--- src/rtl/core/msp2fp_pkg.sv ---
// Shared types, codes and the CRC-8 step for the MSPv2 frame parser.
`timescale 1ns / 1ps

package msp2fp_pkg;

    localparam int HEADER_BYTES = 5;

    localparam logic [7:0] CRC_POLY  = 8'hD5;
    localparam logic [7:0] CHAR_SYNC = 8'h24;  // '$'
    localparam logic [7:0] CHAR_V2   = 8'h58;  // 'X'
    localparam logic [7:0] CHAR_CMD  = 8'h3C;  // '<'
    localparam logic [7:0] CHAR_RSP  = 8'h3E;  // '>'

    localparam logic OP_BYTE  = 1'b0;
    localparam logic OP_ABORT = 1'b1;

    localparam logic [2:0] EV_NONE    = 3'd0;
    localparam logic [2:0] EV_HEADER  = 3'd1;
    localparam logic [2:0] EV_PAYLOAD = 3'd2;
    localparam logic [2:0] EV_GOOD    = 3'd3;
    localparam logic [2:0] EV_BAD_CRC = 3'd4;

    localparam logic [1:0] KIND_UNKNOWN  = 2'd0;
    localparam logic [1:0] KIND_COMMAND  = 2'd1;
    localparam logic [1:0] KIND_RESPONSE = 2'd2;

    localparam int RES_USER_W = 6;
    localparam int RES_DATA_W = 80;

    typedef struct packed {
        logic       operation;
        logic [7:0] rx_byte;
    } in_item_t;

    typedef struct packed {
        logic        claimed;
        logic [2:0]  event_res;
        logic [1:0]  frame_kind;
        logic [7:0]  frame_flags;
        logic [15:0] function_code;
        logic [15:0] payload_length;
        logic [7:0]  payload_byte;
        logic [15:0] payload_index;
        logic [7:0]  received_crc;
        logic [7:0]  computed_crc;
    } result_t;

    function automatic logic [7:0] crc8_step(input logic [7:0] acc, input logic [7:0] b);
        logic [7:0] v;
        v = acc ^ b;
        for (int i = 0; i < 8; i++) begin
            if (v[7]) begin
                v = {v[6:0], 1'b0} ^ CRC_POLY;
            end else begin
                v = {v[6:0], 1'b0};
            end
        end
        return v;
    endfunction

endpackage

--- src/rtl/core/msp2fp_in_stage.sv ---
// Input register stage holding one received transaction.
`timescale 1ns / 1ps

module msp2fp_in_stage
    import msp2fp_pkg::*;
(
    input  logic     aclk,
    input  logic     aresetn,
    input  logic     s_valid,
    output logic     s_ready,
    input  in_item_t s_item,
    output logic     q_valid,
    input  logic     q_ready,
    output in_item_t q_item
);

    logic     valid_reg;
    logic     valid_next;
    in_item_t item_reg;

    assign s_ready    = !valid_reg || q_ready;
    assign valid_next = s_ready ? s_valid : valid_reg;

    always_ff @(posedge aclk) begin
        if (!aresetn) begin
            valid_reg <= 1'b0;
        end else begin
            valid_reg <= valid_next;
        end
    end

    always_ff @(posedge aclk) begin
        if (s_ready && s_valid) begin
            item_reg <= s_item;
        end
    end

    assign q_valid = valid_reg;
    assign q_item  = item_reg;

endmodule

--- src/rtl/core/msp2fp_parser.sv ---
// Frame state machine, header capture and CRC-8 accumulation.
`timescale 1ns / 1ps

module msp2fp_parser
    import msp2fp_pkg::*;
(
    input  logic     aclk,
    input  logic     aresetn,
    input  logic     advance,
    input  in_item_t item,
    output result_t  res
);

    typedef enum logic [5:0] {
        PH_IDLE    = 6'b000001,
        PH_START   = 6'b000010,
        PH_X       = 6'b000100,
        PH_HEADER  = 6'b001000,
        PH_PAYLOAD = 6'b010000,
        PH_CHECK   = 6'b100000
    } phase_t;

    phase_t      phase_reg, phase_next;
    logic [15:0] count_reg, count_next;
    logic [7:0]  crc_reg, crc_next;
    logic [1:0]  kind_reg, kind_next;
    logic [7:0]  flags_reg, flags_next;
    logic [15:0] func_reg, func_next;
    logic [15:0] len_reg, len_next;

    logic [15:0] count_inc;
    logic [7:0]  crc_upd;
    logic [7:0]  b;
    logic        took;

    assign b         = item.rx_byte;
    assign count_inc = count_reg + 16'd1;
    assign crc_upd   = crc8_step(crc_reg, b);

    always_comb begin
        phase_next = phase_reg;
        count_next = count_reg;
        crc_next   = crc_reg;
        kind_next  = kind_reg;
        flags_next = flags_reg;
        func_next  = func_reg;
        len_next   = len_reg;
        took       = 1'b0;
        res        = '0;
        if (item.operation == OP_ABORT) begin
            phase_next = PH_IDLE;
        end else begin
            unique case (phase_reg)
                PH_IDLE: begin
                    if (b == CHAR_SYNC) begin
                        phase_next = PH_START;
                        took       = 1'b1;
                    end
                end
                PH_START: begin
                    phase_next = (b == CHAR_V2) ? PH_X : PH_IDLE;
                end
                PH_X: begin
                    flags_next = '0;
                    func_next  = '0;
                    len_next   = '0;
                    count_next = '0;
                    crc_next   = '0;
                    phase_next = PH_HEADER;
                    if (b == CHAR_CMD) begin
                        kind_next = KIND_COMMAND;
                    end else if (b == CHAR_RSP) begin
                        kind_next = KIND_RESPONSE;
                    end else begin
                        kind_next  = KIND_UNKNOWN;
                        phase_next = PH_IDLE;
                    end
                end
                PH_HEADER: begin
                    crc_next = crc_upd;
                    case (count_reg)
                        16'd0:   flags_next = b;
                        16'd1:   func_next  = {func_reg[15:8], b};
                        16'd2:   func_next  = {b, func_reg[7:0]};
                        16'd3:   len_next   = {len_reg[15:8], b};
                        default: len_next   = {b, len_reg[7:0]};
                    endcase
                    count_next = count_inc;
                    if (count_inc >= 16'(HEADER_BYTES)) begin
                        count_next    = '0;
                        res.event_res = EV_HEADER;
                        phase_next    = (len_next == 16'd0) ? PH_CHECK : PH_PAYLOAD;
                    end
                end
                PH_PAYLOAD: begin
                    crc_next          = crc_upd;
                    res.event_res     = EV_PAYLOAD;
                    res.payload_byte  = b;
                    res.payload_index = count_reg;
                    count_next        = count_inc;
                    if (count_inc == len_reg) begin
                        phase_next = PH_CHECK;
                    end
                end
                PH_CHECK: begin
                    took             = 1'b1;
                    phase_next       = PH_IDLE;
                    res.received_crc = b;
                    res.event_res    = (b == crc_reg) ? EV_GOOD : EV_BAD_CRC;
                end
                default: begin
                    phase_next = PH_IDLE;
                end
            endcase
        end
        res.claimed        = took || (phase_next != PH_IDLE);
        res.frame_kind     = kind_next;
        res.frame_flags    = flags_next;
        res.function_code  = func_next;
        res.payload_length = len_next;
        res.computed_crc   = crc_next;
    end

    always_ff @(posedge aclk) begin
        if (!aresetn) begin
            phase_reg <= PH_IDLE;
            count_reg <= '0;
            crc_reg   <= '0;
            kind_reg  <= KIND_UNKNOWN;
            flags_reg <= '0;
            func_reg  <= '0;
            len_reg   <= '0;
        end else if (advance) begin
            phase_reg <= phase_next;
            count_reg <= count_next;
            crc_reg   <= crc_next;
            kind_reg  <= kind_next;
            flags_reg <= flags_next;
            func_reg  <= func_next;
            len_reg   <= len_next;
        end
    end

`ifndef SYNTHESIS
    a_abort_idle: assert property (@(posedge aclk) disable iff (!aresetn)
        advance && item.operation == OP_ABORT |=> phase_reg == PH_IDLE)
        else $error("abort did not return parser to idle");

    a_check_idle: assert property (@(posedge aclk) disable iff (!aresetn)
        advance && (res.event_res == EV_GOOD || res.event_res == EV_BAD_CRC)
        |=> phase_reg == PH_IDLE)
        else $error("checksum byte did not close the frame");

    a_empty_payload: assert property (@(posedge aclk) disable iff (!aresetn)
        advance && res.event_res == EV_HEADER && res.payload_length == 16'd0
        |=> phase_reg == PH_CHECK)
        else $error("empty payload did not go to checksum");

    a_payload_count: assert property (@(posedge aclk) disable iff (!aresetn)
        advance && res.event_res == EV_PAYLOAD
        |=> count_reg == $past(count_reg) + 16'd1)
        else $error("payload index did not advance");
`endif

endmodule

--- src/rtl/core/msp2fp_out_stage.sv ---
// Result register driving the master-side stream.
`timescale 1ns / 1ps

module msp2fp_out_stage
    import msp2fp_pkg::*;
(
    input  logic    aclk,
    input  logic    aresetn,
    input  logic    r_valid,
    output logic    r_ready,
    input  result_t r_res,
    output logic    m_valid,
    input  logic    m_ready,
    output result_t m_res
);

    logic    valid_reg;
    logic    valid_next;
    result_t res_reg;

    assign r_ready    = !valid_reg || m_ready;
    assign valid_next = r_ready ? r_valid : valid_reg;

    always_ff @(posedge aclk) begin
        if (!aresetn) begin
            valid_reg <= 1'b0;
        end else begin
            valid_reg <= valid_next;
        end
    end

    always_ff @(posedge aclk) begin
        if (r_ready && r_valid) begin
            res_reg <= r_res;
        end
    end

    assign m_valid = valid_reg;
    assign m_res   = res_reg;

endmodule

--- src/rtl/core/mspv2_frame_parser.sv ---
// Top level of the MSPv2 frame parser with CRC-8 DVB-S2 check.
// One received byte (or an abort) enters per transaction, one result leaves per transaction.
// The block takes one transaction per cycle when the output side keeps up; a transaction passes
// through the input register and then the result register. The frame state machine
// and an eight-step unrolled CRC-8 sit between those two registers. s_tready follows m_tready
// combinationally when both registers are full. Payload bytes stream out with their index.
`timescale 1ns / 1ps

module mspv2_frame_parser
    import msp2fp_pkg::*;
(
    input  logic                  aclk,
    input  logic                  aresetn,
    input  logic                  s_tvalid,
    output logic                  s_tready,
    input  logic [7:0]            s_tdata,   // rx_byte
    input  logic                  s_tuser,   // operation
    output logic                  m_tvalid,
    input  logic                  m_tready,
    // frame_flags, function_code, payload_length, payload_byte, payload_index,
    // received_crc, computed_crc
    output logic [RES_DATA_W-1:0] m_tdata,
    output logic [RES_USER_W-1:0] m_tuser    // claimed, event_res, frame_kind
);

    in_item_t s_item;
    in_item_t q_item;
    logic     q_valid;
    logic     q_ready;
    result_t  step_res;
    result_t  m_res;

    assign s_item.operation = s_tuser;
    assign s_item.rx_byte   = s_tdata;

    msp2fp_in_stage u_in (
        .aclk    (aclk),
        .aresetn (aresetn),
        .s_valid (s_tvalid),
        .s_ready (s_tready),
        .s_item  (s_item),
        .q_valid (q_valid),
        .q_ready (q_ready),
        .q_item  (q_item)
    );

    msp2fp_parser u_parser (
        .aclk    (aclk),
        .aresetn (aresetn),
        .advance (q_valid && q_ready),
        .item    (q_item),
        .res     (step_res)
    );

    msp2fp_out_stage u_out (
        .aclk    (aclk),
        .aresetn (aresetn),
        .r_valid (q_valid),
        .r_ready (q_ready),
        .r_res   (step_res),
        .m_valid (m_tvalid),
        .m_ready (m_tready),
        .m_res   (m_res)
    );

    assign m_tuser = {m_res.frame_kind, m_res.event_res, m_res.claimed};
    assign m_tdata = {m_res.computed_crc, m_res.received_crc, m_res.payload_index,
                      m_res.payload_byte, m_res.payload_length, m_res.function_code,
                      m_res.frame_flags};

endmodule

--- config.mk ---
export PLATFORM = sky130hd
export DESIGN_NAME = mspv2_frame_parser
export DESIGN_NICKNAME = d
export VERILOG_FILES = /design/src/rtl/core/msp2fp_pkg.sv /design/src/rtl/core/msp2fp_in_stage.sv /design/src/rtl/core/msp2fp_parser.sv /design/src/rtl/core/msp2fp_out_stage.sv /design/src/rtl/core/mspv2_frame_parser.sv
export SDC_FILE = /design/constraint.sdc
export NUM_CORES = 1
export LEC_CHECK = 0
export BUFFER_PORTS_ARGS = -buffer_cell sky130_fd_sc_hd__buf_2
export CAP_MARGIN = 15
export CELL_PAD_IN_SITES_DETAIL_PLACEMENT = 1
export CELL_PAD_IN_SITES_GLOBAL_PLACEMENT = 2
export CORE_ASPECT_RATIO = 0.75
export CORE_MARGIN = 2
export CORE_UTILIZATION = 43
export CTS_BUF_LIST = sky130_fd_sc_hd__clkbuf_4 sky130_fd_sc_hd__clkbuf_8
export CTS_CLUSTER_SIZE = 16
export DETAILED_ROUTE_END_ITERATION = 10
export PLACE_DENSITY_LB_ADDON = 0.08
export SYNTH_ARGS = -nofsm -noshare
export SYNTH_HDL_FRONTEND = slang
export SYNTH_SLANG_ARGS = --single-unit
--- constraint.sdc ---
create_clock -name aclk -period 10.6 [get_ports aclk]
set_input_delay 1.06 -clock aclk [delete_from_list [all_inputs] [get_ports aclk]]
set_output_delay 1.06 -clock aclk [all_outputs]
set_load 0.005 [all_outputs]
==> flow_summary.ini <==
[synthesis]
synth_edf_count = 95
ys_warn_count = 0
synthArstFlopShare = 0
synth_seq_cells = 169
synth_ff_type = edfxtp_1
synthCells = 794
ys_types = 81
avgSynthCellArea_um2 = 10.8
netlist_area_um2 = 8550
synth_nets = 814
seq_area_frac_synth = 0.507

[worst_setup_path]
worstSetupEndpoint = u_parser.phase_reg[4]
reg2reg_slack_ps = 7080
crit_family = simple AND/OR/NAND/NOR gates
r2r-end = u_parser.phase_reg[4]
reg2reg_depth = 9
cp-start-kind = register
worstPathRequired_ps = 10950
reg2reg_from = u_parser.count_reg[0]
cp.arrival_ps = 3870
end_kind = register
slowest_delay_ps = 710
path_cells = ha_1, and4_1, nand2_2, xor2_1, a211oi_1, nand4_1, nor4_2, nand2b_1, o211ai_1
cp_max_fo = 14
worstSetupPathType = register to register
cp.depth = 9
worst-path-buf-inv = 0
startpoint = u_parser.count_reg[0]
critPathSlowestCell = dfxtp_1

[placed_design]
hpwl_um = 16200
portBuffers = 100
gp_congestion = 0.892

[cells_and_area]
final_cell_mix = buf_2 (100), edfxtp_1 (95), nor2_1 (80), dfxtp_1 (74), nand2_1 (43)
mostFrequentLayoutCell = buf_2
layout.nets = 876
n_antenna_cell = 0
drive_gt1_frac = 0.205
largest_register_ffs = 86
syn_to_final_growth_pct = 10.9

[sta]
fin_hold_ws_ps = 484
fmax_ghz = 0.284
period_needed_ps = 3520
fin_setup_tns_ps = 0
slew_headroom = 0.292
rsz0062_at_grt = no
drv_slew = 0
hold_violations = 0
setup_viol = 0
fin_crit_sh = 0.332
worstMarginPinSlew_ps = 1060
fin_skew_ps = 15.3

[worst_hold_path]
hp-class = register to register

[drt]
post-route-drc-count = 0
dr.pass1.iters = 5
vias = 6400
vias_per_cell = 5.70
routed_wl_um = 24000
drtAntennaViolNets = 0
wl_per_cell_um = 21.4
drt_iter0_markers = 442

[floorplan]
die_h_um = 126
start_util = 0.440
io_pins = 101
std_cell_rows = 44
dieArea_um2 = 21100
core_um2 = 19400
fp.dieW_um = 167

[clocking]
clk_pin_slew_ps = 100
cts_buffers = 17
clockBufferDepth = 2
cts_max_level = 4
cts_tree = built
root_buffer = clkbuf_8
cts_resized = 0
cts_sinks = 169
clk_latency_ps = 470
ctsHoldBuffers = 0
cts_setup_buffers = 0

[run_status]
status = finished, final reports clean

[pwr]
p_leak_nw = 3.40
power.sequential.fraction = 0.564
power.switching_w = 0.000371
p_comb_frac = 0.087
p_int_w = 0.000951
clockPowerShare = 0.349
irDropWorstVdd_uv = 74.0
swShare = 0.281
pwr_density_cell_nw_per_um2 = 139

[grt]
grt_max_degree = 68
grt_pass1_wl_um = 38300
antenna_found_initial = 1
overflow = 0
grtUsageTotal = 0.235
first_global_vias = 6551

[run]
drv_cap = 0
## routing by layer
metal | up-vias | GRT usage | part of all wire
li1 | 3001 | - | -
met1 | 3243 | 0.346 | 0.50
met4 | 0 | 0.0431 | 0.0064
met5 | - | 0 | 0
met2 | 143 | 0.365 | 0.46
met3 | 13 | 0.0434 | 0.040
## area by class of cell
type                    count  area, um2
repair buffers            104        531
clock inverters            14        149
clock buffers              18        241
flip-flops and latches    169       4330
inverters                   9       36.3
fillers                  2116       9950
well taps                 253        317
multi-input cells         555       3870
## tightest hold or removal path, stage by stage (launching register included)
cell	delay [ps]
dfxtp_1	320
nand2_1	50
a21boi_0	70
## metrics by stage
step	setup WS (ps)	cells	area, um2	power, W	utilization
after floorplan	6020	794	8550	0.000831	-
after global placement	6980	1090	9090	0.000871	0.468
after detailed placement	6880	1090	9090	0.000877	0.468
after CTS	7110	1122	9480	0.00134	0.488
after global routing	6840	1122	9480	0.00138	0.488
final	7080	1122	9480	0.00132	0.488
## power groups by stage
stage	Sequential, W	Clock [W]	Combinational (W)
after floorplan	0.000750	0	0.0000803
after global placement	0.000759	0	0.000112
after detailed placement	0.000762	0	0.000115
after CTS	0.000747	0.000473	0.000116
after global routing	0.000751	0.000499	0.000127
final	0.000746	0.000461	0.000115
## cells in the mapped netlist, drive strengths merged, types with 17 or more instances
library cell	instances	area, um2
a21oi	17	111
a22o	33	289
and2	38	238
buf	30	195
clkbuf	31	119
dfxtp	74	1480
edfxtp	95	2850
nand2	44	168
nand3	25	138
nor2	85	357
nor2b	17	106
nor3	23	136
nor3b	31	233
nor4	20	228
o21ai	31	159
xnor2	39	375
xor2	25	219
## cell families (layout without fill, tap and decap cells)
| group | Yosys count | in the layout | synth area share |
|---|---|---|---|
| muxes | 2 | 2 | 0.00249 |
| adders and majority gates | 8 | 8 | 0.0114 |
| DFF | 169 | 169 | 0.507 |
| AOI/OAI and AO/OA | 139 | 139 | 0.125 |
| and+or+nand+nor | 342 | 342 | 0.244 |
| xor gates and xnor gates | 64 | 64 | 0.0695 |
| buffers and inverters | 70 | 145 | 0.0407 |
## how the worst min path moves through the flow
stage	cells after the start	end	slack, ps	from
after floorplan	2	u_parser.kind_reg[0]	440	u_parser.kind_reg[0]
after global placement	2	u_parser.kind_reg[0]	450	u_parser.kind_reg[0]
after detailed placement	2	u_parser.kind_reg[0]	470	u_parser.kind_reg[0]
after CTS	2	u_parser.kind_reg[0]	480	u_parser.kind_reg[0]
after global routing	2	u_parser.kind_reg[0]	520	u_parser.kind_reg[0]
final	2	u_parser.kind_reg[0]	480	u_parser.kind_reg[0]
(Power assumes the default switching activity.)
